### config.mk
export PLATFORM = sky130hd
export DESIGN_NAME = csv_field_tokenizer_core_flat
export DESIGN_NICKNAME = d
export VERILOG_FILES = /design/src/sv/csvtok_pkg.sv /design/src/sv/csvtok_in_if.sv /design/src/sv/csvtok_out_if.sv /design/src/sv/csvtok_cfg_if.sv /design/src/sv/csv_field_tokenizer_core.sv /design/src/sv/csvtok_front.sv /design/src/sv/csvtok_queue.sv /design/src/sv/csvtok_back.sv /design/src/flat_wrapper.sv
export SDC_FILE = /design/constraint.sdc
export NUM_CORES = 1
export LEC_CHECK = 0
export BUFFER_PORTS_ARGS = -buffer_cell sky130_fd_sc_hd__buf_2
export CAP_MARGIN = 40
export CORE_ASPECT_RATIO = 0.6
export CORE_MARGIN = 10
export CORE_UTILIZATION = 39
export CTS_CLUSTER_SIZE = 24
export DETAILED_ROUTE_END_ITERATION = 8
export PLACE_DENSITY = 0.63
export SYNTH_ARGS = -nofsm -noshare
export SYNTH_HDL_FRONTEND = slang
export SYNTH_SLANG_ARGS = --single-unit
### constraint.sdc
create_clock -name clk -period 4.7 [get_ports clk]
set_input_delay 0.47 -clock clk [delete_from_list [all_inputs] [get_ports clk]]
set_output_delay 0.47 -clock clk [all_outputs]
set_load 0.01 [all_outputs]
### src/sv/csvtok_pkg.sv
// ----------------------------------------------------------------------------
// csvtok_pkg
// Shared types and constants of the CSV field tokenizer.
// ----------------------------------------------------------------------------
package csvtok_pkg;

  localparam int CSVTOK_MAX_COLUMNS = 1024;
  localparam int COL_IDX_W          = 10;
  localparam int QUEUE_DEPTH        = 4;
  localparam int CFG_IDX_W          = 3;

  localparam logic [7:0] CHAR_CR = 8'h0D;
  localparam logic [7:0] CHAR_LF = 8'h0A;

  localparam logic [7:0] RST_DELIMITER  = 8'd44;
  localparam logic [7:0] RST_QUOTE      = 8'd34;
  localparam logic [7:0] RST_ESCAPE     = 8'd34;
  localparam logic [7:0] RST_LIST_END   = 8'd93;

  typedef enum logic [CFG_IDX_W-1:0] {
    CFG_DELIMITER    = 3'd0,
    CFG_QUOTE        = 3'd1,
    CFG_ESCAPE       = 3'd2,
    CFG_LIST_END     = 3'd3,
    CFG_QUOTED_NL    = 3'd4
  } cfg_idx_t;

  typedef enum logic [1:0] {
    KIND_CONTENT   = 2'd0,
    KIND_FIELD_END = 2'd1,
    KIND_ROW_END   = 2'd2,
    KIND_ROW_ERROR = 2'd3
  } kind_t;

  typedef enum logic [2:0] {
    ERR_NONE          = 3'd0,
    ERR_UNTERMINATED  = 3'd1,
    ERR_AFTER_QUOTE   = 3'd2,
    ERR_ESCAPE_AT_END = 3'd3,
    ERR_BAD_ESCAPE    = 3'd4,
    ERR_QUOTED_NL     = 3'd5
  } err_t;

  typedef enum logic [2:0] {
    ST_VSTART    = 3'd0,
    ST_NORMAL    = 3'd1,
    ST_INQ       = 3'd2,
    ST_UNQ       = 3'd3,
    ST_ESC       = 3'd4,
    ST_AFTER_CR  = 3'd5,
    ST_SKIP_LINE = 3'd6,
    ST_SKIP_NL   = 3'd7
  } pstate_t;

  typedef struct packed {
    logic [7:0] delimiter;
    logic [7:0] quote_byte;
    logic [7:0] escape_byte;
    logic [7:0] list_end_byte;
    logic       allow_quoted_newline;
  } cfg_t;

  // One request: a first token and, when two is set, a row end after it.
  typedef struct packed {
    logic                 two;
    kind_t                kind;
    logic [7:0]           content_byte;
    logic [COL_IDX_W-1:0] col0;
    err_t                 err;
    logic [COL_IDX_W-1:0] col1;
  } tok_req_t;

  typedef struct packed {
    logic full;
    logic empty;
  } q_stat_t;

endpackage

### src/sv/csvtok_in_if.sv
// ----------------------------------------------------------------------------
// csvtok_in_if
// Input byte channel: one file byte or an end-of-file marker per request.
// ----------------------------------------------------------------------------
interface csvtok_in_if;
  logic       valid;
  logic       ready;
  logic [7:0] data_byte;
  logic       is_end;

  modport source (output valid, data_byte, is_end, input ready);
  modport sink   (input valid, data_byte, is_end, output ready);
endinterface

### src/sv/csvtok_out_if.sv
// ----------------------------------------------------------------------------
// csvtok_out_if
// Token result channel.
// ----------------------------------------------------------------------------
interface csvtok_out_if;
  logic       valid;
  logic       ready;
  logic [1:0] kind;
  logic [7:0] content_byte;
  logic [9:0] column_index;
  logic [2:0] error_code;
  logic       last_of_run;

  modport source (output valid, kind, content_byte, column_index, error_code,
                  last_of_run, input ready);
  modport sink   (input valid, kind, content_byte, column_index, error_code,
                  last_of_run, output ready);
endinterface

### src/sv/csvtok_cfg_if.sv
// ----------------------------------------------------------------------------
// csvtok_cfg_if
// Configuration write channel: register index and write data.
// ----------------------------------------------------------------------------
interface csvtok_cfg_if;
  logic       valid;
  logic       ready;
  logic [2:0] reg_index;
  logic [7:0] wdata;

  modport source (output valid, reg_index, wdata, input ready);
  modport sink   (input valid, reg_index, wdata, output ready);
endinterface

### src/sv/csv_field_tokenizer_core.sv
// ----------------------------------------------------------------------------
// csv_field_tokenizer_core
// Byte-serial CSV tokenizer with quotes, escape byte and row error recovery.
// ----------------------------------------------------------------------------
// Usage:
//   in_if   takes one file byte per request, or an end-of-file marker
//           (is_end = 1) that flushes a pending field and resets the row.
//   out_if  gives tokens: content bytes, field ends, row ends and row errors;
//           last_of_run marks the final token caused by one input request.
//   cfg_if  writes delimiter, quote, escape, list end and quoted-newline
//           enable; write only while no token is outstanding. Always ready.
// Throughput: one input byte per cycle while the queue is not full. A byte
//   giving two tokens shows them on out_if in turn; the four-entry request
//   queue absorbs these. Path: a token goes from queue write to output
//   register load; a second token follows once the first is taken.
// Reset: rst_n synchronous, active low; config and state registers return
//   to their defaults and parsing starts at a new row.
// Stall: out_if holds its token while ready is low; in_if keeps accepting
//   until the queue fills, then drops ready.
// ----------------------------------------------------------------------------
module csv_field_tokenizer_core #(
  parameter int MAX_COLUMNS = csvtok_pkg::CSVTOK_MAX_COLUMNS
) (
  input  logic          clk,
  input  logic          rst_n,
  csvtok_in_if.sink     in_if,
  csvtok_out_if.source  out_if,
  csvtok_cfg_if.sink    cfg_if
);

  csvtok_pkg::q_stat_t  q_stat;
  csvtok_pkg::tok_req_t push_req;
  csvtok_pkg::tok_req_t head;
  logic                 push;
  logic                 pop;

  csvtok_front #(
    .MAX_COLUMNS (MAX_COLUMNS)
  ) u_front (
    .clk      (clk),
    .rst_n    (rst_n),
    .in_if    (in_if),
    .cfg_if   (cfg_if),
    .q_stat   (q_stat),
    .push     (push),
    .push_req (push_req)
  );

  csvtok_queue u_queue (
    .clk      (clk),
    .rst_n    (rst_n),
    .push     (push),
    .push_req (push_req),
    .pop      (pop),
    .head     (head),
    .q_stat   (q_stat)
  );

  csvtok_back u_back (
    .clk    (clk),
    .rst_n  (rst_n),
    .head   (head),
    .q_stat (q_stat),
    .pop    (pop),
    .out_if (out_if)
  );

  a_queue_stat: assert property (@(posedge clk) disable iff (!rst_n)
    !(q_stat.full && q_stat.empty))
    else $error("queue reports full and empty");

  a_row_end_last: assert property (@(posedge clk) disable iff (!rst_n)
    (out_if.valid && out_if.kind == csvtok_pkg::KIND_ROW_END) |-> out_if.last_of_run)
    else $error("row end not last of run");

  a_error_last: assert property (@(posedge clk) disable iff (!rst_n)
    (out_if.valid && out_if.kind == csvtok_pkg::KIND_ROW_ERROR) |-> out_if.last_of_run)
    else $error("row error not last of run");

  a_error_code: assert property (@(posedge clk) disable iff (!rst_n)
    out_if.valid |->
      ((out_if.kind == csvtok_pkg::KIND_ROW_ERROR) ==
       (out_if.error_code != csvtok_pkg::ERR_NONE)))
    else $error("error code does not match token kind");

endmodule

### src/sv/csvtok_front.sv
// ----------------------------------------------------------------------------
// csvtok_front
// Config registers and parse state machine; classifies each byte into a
// token request of up to two tokens.
// ----------------------------------------------------------------------------
module csvtok_front #(
  parameter int MAX_COLUMNS = csvtok_pkg::CSVTOK_MAX_COLUMNS
) (
  input  logic                 clk,
  input  logic                 rst_n,
  csvtok_in_if.sink            in_if,
  csvtok_cfg_if.sink           cfg_if,
  input  csvtok_pkg::q_stat_t  q_stat,
  output logic                 push,
  output csvtok_pkg::tok_req_t push_req
);

  localparam int COL_W = $clog2(MAX_COLUMNS);
  localparam logic [COL_W-1:0] COL_MAX = COL_W'(MAX_COLUMNS - 1);

  csvtok_pkg::cfg_t    cfg_r;
  csvtok_pkg::pstate_t state_r, state_nxt;
  logic [COL_W-1:0]    col_r, col_nxt;

  csvtok_pkg::pstate_t ws;
  logic [COL_W-1:0]    wcol;
  logic [COL_W-1:0]    wcol_inc;
  logic [7:0]          b;
  logic                nl;
  logic                accept;
  logic                emit;
  csvtok_pkg::tok_req_t req;

  function automatic logic [csvtok_pkg::COL_IDX_W-1:0] to_idx(input logic [COL_W-1:0] c);
    logic [COL_W+csvtok_pkg::COL_IDX_W-1:0] wide;
    wide = {{csvtok_pkg::COL_IDX_W{1'b0}}, c};
    return wide[csvtok_pkg::COL_IDX_W-1:0];
  endfunction

  assign cfg_if.ready = 1'b1;
  assign in_if.ready  = !q_stat.full;
  assign accept       = in_if.valid && in_if.ready;
  assign b            = in_if.data_byte;
  assign nl           = (b == csvtok_pkg::CHAR_CR) || (b == csvtok_pkg::CHAR_LF);

  always_ff @(posedge clk) begin
    if (!rst_n) begin
      cfg_r.delimiter            <= csvtok_pkg::RST_DELIMITER;
      cfg_r.quote_byte           <= csvtok_pkg::RST_QUOTE;
      cfg_r.escape_byte          <= csvtok_pkg::RST_ESCAPE;
      cfg_r.list_end_byte        <= csvtok_pkg::RST_LIST_END;
      cfg_r.allow_quoted_newline <= 1'b0;
    end else if (cfg_if.valid) begin
      case (cfg_if.reg_index)
        csvtok_pkg::CFG_DELIMITER: cfg_r.delimiter            <= cfg_if.wdata;
        csvtok_pkg::CFG_QUOTE:     cfg_r.quote_byte           <= cfg_if.wdata;
        csvtok_pkg::CFG_ESCAPE:    cfg_r.escape_byte          <= cfg_if.wdata;
        csvtok_pkg::CFG_LIST_END:  cfg_r.list_end_byte        <= cfg_if.wdata;
        csvtok_pkg::CFG_QUOTED_NL: cfg_r.allow_quoted_newline <= cfg_if.wdata[0];
        default: ;
      endcase
    end
  end

  always_ff @(posedge clk) begin
    if (!rst_n) begin
      state_r <= csvtok_pkg::ST_VSTART;
      col_r   <= '0;
    end else if (accept) begin
      state_r <= state_nxt;
      col_r   <= col_nxt;
    end
  end

  always_comb begin
    ws = state_r;
    wcol = col_r;
    // restart a row on the byte after a CR or after a skipped newline run
    if ((state_r == csvtok_pkg::ST_AFTER_CR && b != csvtok_pkg::CHAR_LF) ||
        (state_r == csvtok_pkg::ST_SKIP_NL && !nl)) begin
      ws   = csvtok_pkg::ST_VSTART;
      wcol = '0;
    end
    if (ws == csvtok_pkg::ST_VSTART && b != cfg_r.quote_byte) begin
      ws = csvtok_pkg::ST_NORMAL;
    end
  end

  assign wcol_inc = (wcol == COL_MAX) ? wcol : wcol + 1'b1;

  always_comb begin
    state_nxt        = ws;
    col_nxt          = wcol;
    emit             = 1'b0;
    req.two          = 1'b0;
    req.kind         = csvtok_pkg::KIND_CONTENT;
    req.content_byte = 8'd0;
    req.col0         = to_idx(wcol);
    req.err          = csvtok_pkg::ERR_NONE;
    req.col1         = to_idx(wcol_inc);
    if (in_if.is_end) begin
      state_nxt = csvtok_pkg::ST_VSTART;
      col_nxt   = '0;
      req.col0  = to_idx(col_r);
      req.col1  = to_idx((col_r == COL_MAX) ? col_r : col_r + 1'b1);
      case (state_r)
        csvtok_pkg::ST_NORMAL, csvtok_pkg::ST_UNQ: begin
          emit     = 1'b1;
          req.two  = 1'b1;
          req.kind = csvtok_pkg::KIND_FIELD_END;
        end
        csvtok_pkg::ST_VSTART: begin
          emit     = (col_r != '0);
          req.kind = csvtok_pkg::KIND_ROW_END;
        end
        csvtok_pkg::ST_INQ: begin
          emit     = 1'b1;
          req.kind = csvtok_pkg::KIND_ROW_ERROR;
          req.err  = csvtok_pkg::ERR_UNTERMINATED;
        end
        csvtok_pkg::ST_ESC: begin
          emit     = 1'b1;
          req.kind = csvtok_pkg::KIND_ROW_ERROR;
          req.err  = csvtok_pkg::ERR_ESCAPE_AT_END;
        end
        default: ;
      endcase
    end else begin
      case (ws)
        csvtok_pkg::ST_AFTER_CR: begin
          state_nxt = csvtok_pkg::ST_VSTART;
        end
        csvtok_pkg::ST_SKIP_LINE: begin
          if (nl) state_nxt = csvtok_pkg::ST_SKIP_NL;
        end
        csvtok_pkg::ST_VSTART: begin
          state_nxt = csvtok_pkg::ST_INQ;
        end
        csvtok_pkg::ST_NORMAL: begin
          emit = 1'b1;
          if (b == cfg_r.delimiter) begin
            req.kind  = csvtok_pkg::KIND_FIELD_END;
            col_nxt   = wcol_inc;
            state_nxt = csvtok_pkg::ST_VSTART;
          end else if (nl) begin
            req.kind  = csvtok_pkg::KIND_FIELD_END;
            req.two   = 1'b1;
            col_nxt   = '0;
            state_nxt = (b == csvtok_pkg::CHAR_CR) ? csvtok_pkg::ST_AFTER_CR
                                                   : csvtok_pkg::ST_VSTART;
          end else begin
            req.content_byte = b;
          end
        end
        csvtok_pkg::ST_INQ: begin
          if (b == cfg_r.quote_byte) begin
            state_nxt = csvtok_pkg::ST_UNQ;
          end else if (cfg_r.escape_byte != 8'd0 && b == cfg_r.escape_byte) begin
            state_nxt = csvtok_pkg::ST_ESC;
          end else if (nl && !cfg_r.allow_quoted_newline) begin
            emit      = 1'b1;
            req.kind  = csvtok_pkg::KIND_ROW_ERROR;
            req.err   = csvtok_pkg::ERR_QUOTED_NL;
            col_nxt   = '0;
            state_nxt = csvtok_pkg::ST_SKIP_NL;
          end else begin
            emit             = 1'b1;
            req.content_byte = b;
          end
        end
        csvtok_pkg::ST_UNQ: begin
          emit = 1'b1;
          if (b == cfg_r.quote_byte &&
              (cfg_r.escape_byte == 8'd0 || cfg_r.escape_byte == cfg_r.quote_byte)) begin
            req.content_byte = b;
            state_nxt        = csvtok_pkg::ST_INQ;
          end else if (b == cfg_r.delimiter || b == cfg_r.list_end_byte) begin
            req.kind  = csvtok_pkg::KIND_FIELD_END;
            col_nxt   = wcol_inc;
            state_nxt = csvtok_pkg::ST_VSTART;
          end else if (nl) begin
            req.kind  = csvtok_pkg::KIND_FIELD_END;
            req.two   = 1'b1;
            col_nxt   = '0;
            state_nxt = (b == csvtok_pkg::CHAR_CR) ? csvtok_pkg::ST_AFTER_CR
                                                   : csvtok_pkg::ST_VSTART;
          end else begin
            req.kind  = csvtok_pkg::KIND_ROW_ERROR;
            req.err   = csvtok_pkg::ERR_AFTER_QUOTE;
            col_nxt   = '0;
            state_nxt = csvtok_pkg::ST_SKIP_LINE;
          end
        end
        csvtok_pkg::ST_ESC: begin
          emit = 1'b1;
          if (b == cfg_r.quote_byte || b == cfg_r.escape_byte) begin
            req.content_byte = b;
            state_nxt        = csvtok_pkg::ST_INQ;
          end else begin
            req.kind  = csvtok_pkg::KIND_ROW_ERROR;
            req.err   = csvtok_pkg::ERR_BAD_ESCAPE;
            col_nxt   = '0;
            state_nxt = csvtok_pkg::ST_SKIP_LINE;
          end
        end
        default: ;
      endcase
    end
  end

  assign push     = accept && emit;
  assign push_req = req;

endmodule

### src/sv/csvtok_queue.sv
// ----------------------------------------------------------------------------
// csvtok_queue
// Small request queue between the parser and the token output stage.
// ----------------------------------------------------------------------------
module csvtok_queue (
  input  logic                 clk,
  input  logic                 rst_n,
  input  logic                 push,
  input  csvtok_pkg::tok_req_t push_req,
  input  logic                 pop,
  output csvtok_pkg::tok_req_t head,
  output csvtok_pkg::q_stat_t  q_stat
);

  localparam int DEPTH = csvtok_pkg::QUEUE_DEPTH;
  localparam int PTR_W = $clog2(DEPTH);
  localparam int CNT_W = $clog2(DEPTH + 1);

  csvtok_pkg::tok_req_t mem [DEPTH];
  logic [PTR_W-1:0] wr_ptr_r, rd_ptr_r;
  logic [CNT_W-1:0] count_r, count_nxt;
  logic             do_pop;

  assign do_pop = pop && (count_r != '0);

  always_ff @(posedge clk) begin
    if (push) begin
      mem[wr_ptr_r] <= push_req;
    end
  end

  always_comb begin
    count_nxt = count_r;
    if (push && !do_pop) count_nxt = count_r + 1'b1;
    else if (!push && do_pop) count_nxt = count_r - 1'b1;
  end

  always_ff @(posedge clk) begin
    if (!rst_n) begin
      wr_ptr_r <= '0;
      rd_ptr_r <= '0;
      count_r  <= '0;
    end else begin
      if (push) wr_ptr_r <= (wr_ptr_r == PTR_W'(DEPTH - 1)) ? '0 : wr_ptr_r + 1'b1;
      if (do_pop) rd_ptr_r <= (rd_ptr_r == PTR_W'(DEPTH - 1)) ? '0 : rd_ptr_r + 1'b1;
      count_r <= count_nxt;
    end
  end

  assign head         = mem[rd_ptr_r];
  assign q_stat.full  = (count_r == CNT_W'(DEPTH));
  assign q_stat.empty = (count_r == '0);

endmodule

### src/sv/csvtok_back.sv
// ----------------------------------------------------------------------------
// csvtok_back
// Token output stage: splits a request into its tokens and holds each in
// the output register until taken.
// ----------------------------------------------------------------------------
module csvtok_back (
  input  logic                 clk,
  input  logic                 rst_n,
  input  csvtok_pkg::tok_req_t head,
  input  csvtok_pkg::q_stat_t  q_stat,
  output logic                 pop,
  csvtok_out_if.source         out_if
);

  logic       out_valid_r, out_valid_nxt;
  logic       phase_r, phase_nxt;
  logic       load;
  logic [1:0] kind_r, kind_nxt;
  logic [7:0] byte_r, byte_nxt;
  logic [9:0] col_r, col_nxt;
  logic [2:0] err_r, err_nxt;
  logic       last_r, last_nxt;

  assign load = !q_stat.empty && (!out_valid_r || out_if.ready);

  always_comb begin
    phase_nxt     = phase_r;
    pop           = 1'b0;
    kind_nxt      = kind_r;
    byte_nxt      = byte_r;
    col_nxt       = col_r;
    err_nxt       = err_r;
    last_nxt      = last_r;
    out_valid_nxt = out_valid_r && !out_if.ready;
    if (load) begin
      out_valid_nxt = 1'b1;
      if (!phase_r) begin
        kind_nxt = head.kind;
        byte_nxt = head.content_byte;
        col_nxt  = head.col0;
        err_nxt  = head.err;
        last_nxt = !head.two;
        if (head.two) phase_nxt = 1'b1;
        else pop = 1'b1;
      end else begin
        kind_nxt  = csvtok_pkg::KIND_ROW_END;
        byte_nxt  = 8'd0;
        col_nxt   = head.col1;
        err_nxt   = csvtok_pkg::ERR_NONE;
        last_nxt  = 1'b1;
        phase_nxt = 1'b0;
        pop       = 1'b1;
      end
    end
  end

  always_ff @(posedge clk) begin
    if (!rst_n) begin
      out_valid_r <= 1'b0;
      phase_r     <= 1'b0;
    end else begin
      out_valid_r <= out_valid_nxt;
      phase_r     <= phase_nxt;
    end
  end

  always_ff @(posedge clk) begin
    kind_r <= kind_nxt;
    byte_r <= byte_nxt;
    col_r  <= col_nxt;
    err_r  <= err_nxt;
    last_r <= last_nxt;
  end

  assign out_if.valid        = out_valid_r;
  assign out_if.kind         = kind_r;
  assign out_if.content_byte = byte_r;
  assign out_if.column_index = col_r;
  assign out_if.error_code   = err_r;
  assign out_if.last_of_run  = last_r;

endmodule

### src/flat_wrapper.sv
// flat-port wrapper written by rule: the top's interface ports become plain ports
module csv_field_tokenizer_core_flat 
#(
  parameter int MAX_COLUMNS = csvtok_pkg::CSVTOK_MAX_COLUMNS
)
  (clk, rst_n, in_if_valid, in_if_data_byte, in_if_is_end, in_if_ready, out_if_valid, out_if_kind, out_if_content_byte, out_if_column_index, out_if_error_code, out_if_last_of_run, out_if_ready, cfg_if_valid, cfg_if_reg_index, cfg_if_wdata, cfg_if_ready);
  csvtok_in_if in_if_i ();
  csvtok_out_if out_if_i ();
  csvtok_cfg_if cfg_if_i ();
  input  logic clk;
  input  logic rst_n;
  input wire logic [$bits(in_if_i.valid)-1:0] in_if_valid;
  input wire logic [$bits(in_if_i.data_byte)-1:0] in_if_data_byte;
  input wire logic [$bits(in_if_i.is_end)-1:0] in_if_is_end;
  output wire logic [$bits(in_if_i.ready)-1:0] in_if_ready;
  output wire logic [$bits(out_if_i.valid)-1:0] out_if_valid;
  output wire logic [$bits(out_if_i.kind)-1:0] out_if_kind;
  output wire logic [$bits(out_if_i.content_byte)-1:0] out_if_content_byte;
  output wire logic [$bits(out_if_i.column_index)-1:0] out_if_column_index;
  output wire logic [$bits(out_if_i.error_code)-1:0] out_if_error_code;
  output wire logic [$bits(out_if_i.last_of_run)-1:0] out_if_last_of_run;
  input wire logic [$bits(out_if_i.ready)-1:0] out_if_ready;
  input wire logic [$bits(cfg_if_i.valid)-1:0] cfg_if_valid;
  input wire logic [$bits(cfg_if_i.reg_index)-1:0] cfg_if_reg_index;
  input wire logic [$bits(cfg_if_i.wdata)-1:0] cfg_if_wdata;
  output wire logic [$bits(cfg_if_i.ready)-1:0] cfg_if_ready;
  assign in_if_i.valid = in_if_valid;
  assign in_if_i.data_byte = in_if_data_byte;
  assign in_if_i.is_end = in_if_is_end;
  assign in_if_ready = in_if_i.ready;
  assign out_if_valid = out_if_i.valid;
  assign out_if_kind = out_if_i.kind;
  assign out_if_content_byte = out_if_i.content_byte;
  assign out_if_column_index = out_if_i.column_index;
  assign out_if_error_code = out_if_i.error_code;
  assign out_if_last_of_run = out_if_i.last_of_run;
  assign out_if_i.ready = out_if_ready;
  assign cfg_if_i.valid = cfg_if_valid;
  assign cfg_if_i.reg_index = cfg_if_reg_index;
  assign cfg_if_i.wdata = cfg_if_wdata;
  assign cfg_if_ready = cfg_if_i.ready;
  csv_field_tokenizer_core #(.MAX_COLUMNS(MAX_COLUMNS)) u_core (.clk(clk), .rst_n(rst_n), .in_if(in_if_i), .out_if(out_if_i), .cfg_if(cfg_if_i));
endmodule
==> results_dict.tcl <==
set metrics [dict create \
    dieHeight_um 145 \
    rsz0062_at_grt "no" \
    layout.area.seq_um2 5950 \
    clk_pin_slew_ps 70 \
    grt_pass1_wl_mm 38.2 \
    synth_compound_area_share_pct 9.63 \
    path_common_cell "nor2_1" \
    period_minus_slack_ps 3690 \
    p_per_area_nw_per_um2 444 \
    fill_cells 2310 \
    wire_per_inst_um 19.9 \
    muxShareOfSynthArea_pct 9.68 \
    required_ps 5150 \
    final-hold-violation-count 0 \
    layout_commonest_cell "edfxtp_1" \
    first_iter_violations 1001 \
    p_total_uw 5040 \
    status "finished clean" \
    grt_max_degree 35 \
    start_util_pct 39.8 \
    syn-num-nets 868 \
    avgSynthCellArea_um2 12.2 \
    peakVddDrop_mv 0.224 \
    fp.coreArea_um2 25400 \
    synth_top_family_by_area "simple AND/OR/NAND/NOR gates" \
    maxSlewViolCount 0 \
    syn_inst 833 \
    max_freq_mhz 271 \
    finalWirelength_mm 24.6 \
    track_usage_pct 14.6 \
    cts_resized 0 \
    holdWs_ps 218 \
    root_buffer "clkbuf_16" \
    setup_viol 0 \
    h-tree-depth 1 \
    syn_to_final_growth_pct 12.1 \
    grt_pass1_vias 6433 \
    drive_gt1_share_pct 18.8 \
    fin_tns_setup_ps 0 \
    cts_hold_buffers 0 \
    path_class "flip-flop to flip-flop" \
    nets 908 \
    crit_chain "inv_2 -> nor2_1 -> nand2_1 -> a211o_1 -> and3_1 -> nor2_1 -> ha_1 -> inv_1 -> fa_1 -> xor2_1 -> or3_1 -> a21oi_1" \
    antenna_found_initial 0 \
    dpl.hpwl_mm 17.0 \
    ios 52 \
    cts_buffer_depth 3 \
    yosys_warnings 0 \
    gp_congestion 0.977 \
    endpoint_kind "flip-flop" \
    cp_slowest_cell "dfxtp_1" \
    portBuffers 50 \
    critPathMaxFanout 15 \
    grt.overflow.total 0 \
    drc 0 \
    multi_input_area_um2 3890 \
    slowest_delay_ps 680 \
    async_flop_share_pct 0 \
    die_w_um 228 \
    synth_seq_area_share_pct 58.7 \
    synth_ff_type "edfxtp_1" \
    numCtsBuffers 21 \
    numClockSinks 217 \
    firstDrtPassIters 5 \
    finalCoreUtilization_pct 44.7 \
    final_cell_mix "edfxtp_1, nand2_1, nor2_1" \
    diodes 0 \
    synth_cell_types 74 \
    p_leak_uw 0.00392 \
    cts_setup_buffers 0 \
    synth_simple_gate_area_share_pct 14.0 \
    via_count 6863 \
    cts_tree "done" \
    fin_crit_sh_pct 78.5 \
    vias_per_cell 5.54 \
    ys_ff_latch 217 \
    ant_nets 0 \
    hold_path_class "input port to flip-flop" \
    synthAdderAreaFrac_pct 1.31 \
    fp-row-count 45 \
    synth-edff-count 160 \
    start_kind "flip-flop" \
    synth_xor_area_share_pct 3.72 \
    insertion_delay_ps 520 \
    netlist_area_um2 10100 \
    max-slew-margin-rel_pct 47.6 \
    worstPathArrival_ps 4140 \
    cap_violations 0 \
    die_area_um2 33000 \
    tightest_slew_ps 784 \
    fin_skew_ps 19.4 \
]
metrics by stage:
| step | setup slack (ps) | area [um^2] | cells |
|---|---|---|---|
| floorplan | 1150 | 10100 | 833 |
| global placement | 915 | 10700 | 1201 |
| detailed placement | 784 | 10700 | 1202 |
| CTS | 1090 | 11400 | 1239 |
| global route | 763 | 11400 | 1239 |
| finish | 1010 | 11400 | 1239 |
final cells by class:
class	instances	share of cell area, %
Clock buffer	25	4.76
Clock inverter	12	0.848
Inverter	20	0.661
Multi-Input combinational cell	547	34.3
Sequential cell	217	52.3
Tap cell	352	3.88
Timing Repair Buffer	66	3.26
worst max-delay path, delay by kind of cell (launching register included):
kind                       cells  cell delay (ps)
adders and majority gates      2              660
xor gates and xnor gates       1              160
DFF                            1              680
and+or+nand+nor                5             1310
buffers and inverters          2              260
AOI/OAI and AO/OA              2              550
power by group:
part | internal, uW | total, uW | switching, uW
Clock | 883 | 1590 | 711
Combinational | 453 | 1050 | 595
Sequential | 2330 | 2400 | 71.1
synthesized netlist by cell type, types with 3 or more instances:
cell / count / area share, %
dfxtp_1: 57 / 11
o221ai_1: 5 / 0.43
and2_1: 16 / 0.99
o211ai_1: 6 / 0.44
edfxtp_1: 160 / 47
a21oi_1: 46 / 2.3
nand2_1: 108 / 4.0
clkbuf_1: 26 / 0.96
ha_1: 9 / 1.1
nand2b_1: 3 / 0.19
xor2_1: 26 / 2.2
xnor2_1: 17 / 1.5
nand3_1: 26 / 1.3
mux2_2: 12 / 1.3
or4_1: 5 / 0.37
o31ai_1: 3 / 0.22
or3_1: 4 / 0.25
nor4_1: 11 / 0.68
buf_1: 5 / 0.19
and3_1: 5 / 0.31
nand4_1: 7 / 0.43
o31a_1: 3 / 0.26
inv_1: 18 / 0.67
a31oi_1: 5 / 0.31
mux2i_1: 8 / 0.79
o22ai_1: 8 / 0.49
nor2_1: 58 / 2.1
or2_2: 4 / 0.25
a211o_1: 3 / 0.26
nor2b_1: 17 / 1.0
o21ai_0: 30 / 1.5
a211oi_1: 7 / 0.52
nor3_1: 14 / 0.69
o21ai_1: 5 / 0.25
buf_2: 13 / 0.64
buf_6: 3 / 0.33
mux4_2: 34 / 7.6
layer usage:
layer | up-vias | global-route usage [%] | share of wire [%]
met5 | - | 0 | 0
met4 | 0 | 3.18 | 1.6
met3 | 44 | 3.62 | 9.2
met2 | 298 | 19.7 | 40
met1 | 3338 | 22.7 | 50
li1 | 3183 | - | -
state kept, by name, summed over array words and instances, names as in the netlist, named ones only:
name,cells
u_core.u_queue.rd_ptr_r,2
u_core.u_queue.count_r,3
u_core.u_back.out_if.last_of_run,1
u_core.u_back.out_if.kind,2
u_core.u_front.col_r,10
u_core.u_back.out_if.column_index,10
u_core.u_back.out_if.content_byte,8
u_core.u_front.cfg_r,33
u_core.u_front.state_r,3
u_core.u_back.phase_r,1
u_core.u_back.out_if.valid,1
u_core.u_back.out_if.error_code,3
u_core.u_queue.mem,136
u_core.u_queue.wr_ptr_r,2
cell families after synthesis:
group / count (synthesis)
adders and majority gates: 10
AOI/OAI and AO/OA: 148
muxes: 54
DFF: 217
and+or+nand+nor: 291
xor gates and xnor gates: 43
other: 1
buffers and inverters: 69
worst paths after layout:
kind	from	to	slack, ps	cells after the start
worst min-delay path	cfg_if_wdata[7]	u_core.u_front.cfg_r[8]	220	3
worst min register to register	u_core.u_front.cfg_r[25]	u_core.u_front.cfg_r[25]	480	2
worst max register to register	u_core.u_front.state_r[2]	u_core.u_queue.count_r[2]	1010	12
worst max-delay path	u_core.u_front.state_r[2]	u_core.u_queue.count_r[2]	1010	12
Note: power is estimated with default switching activity, not from simulation.
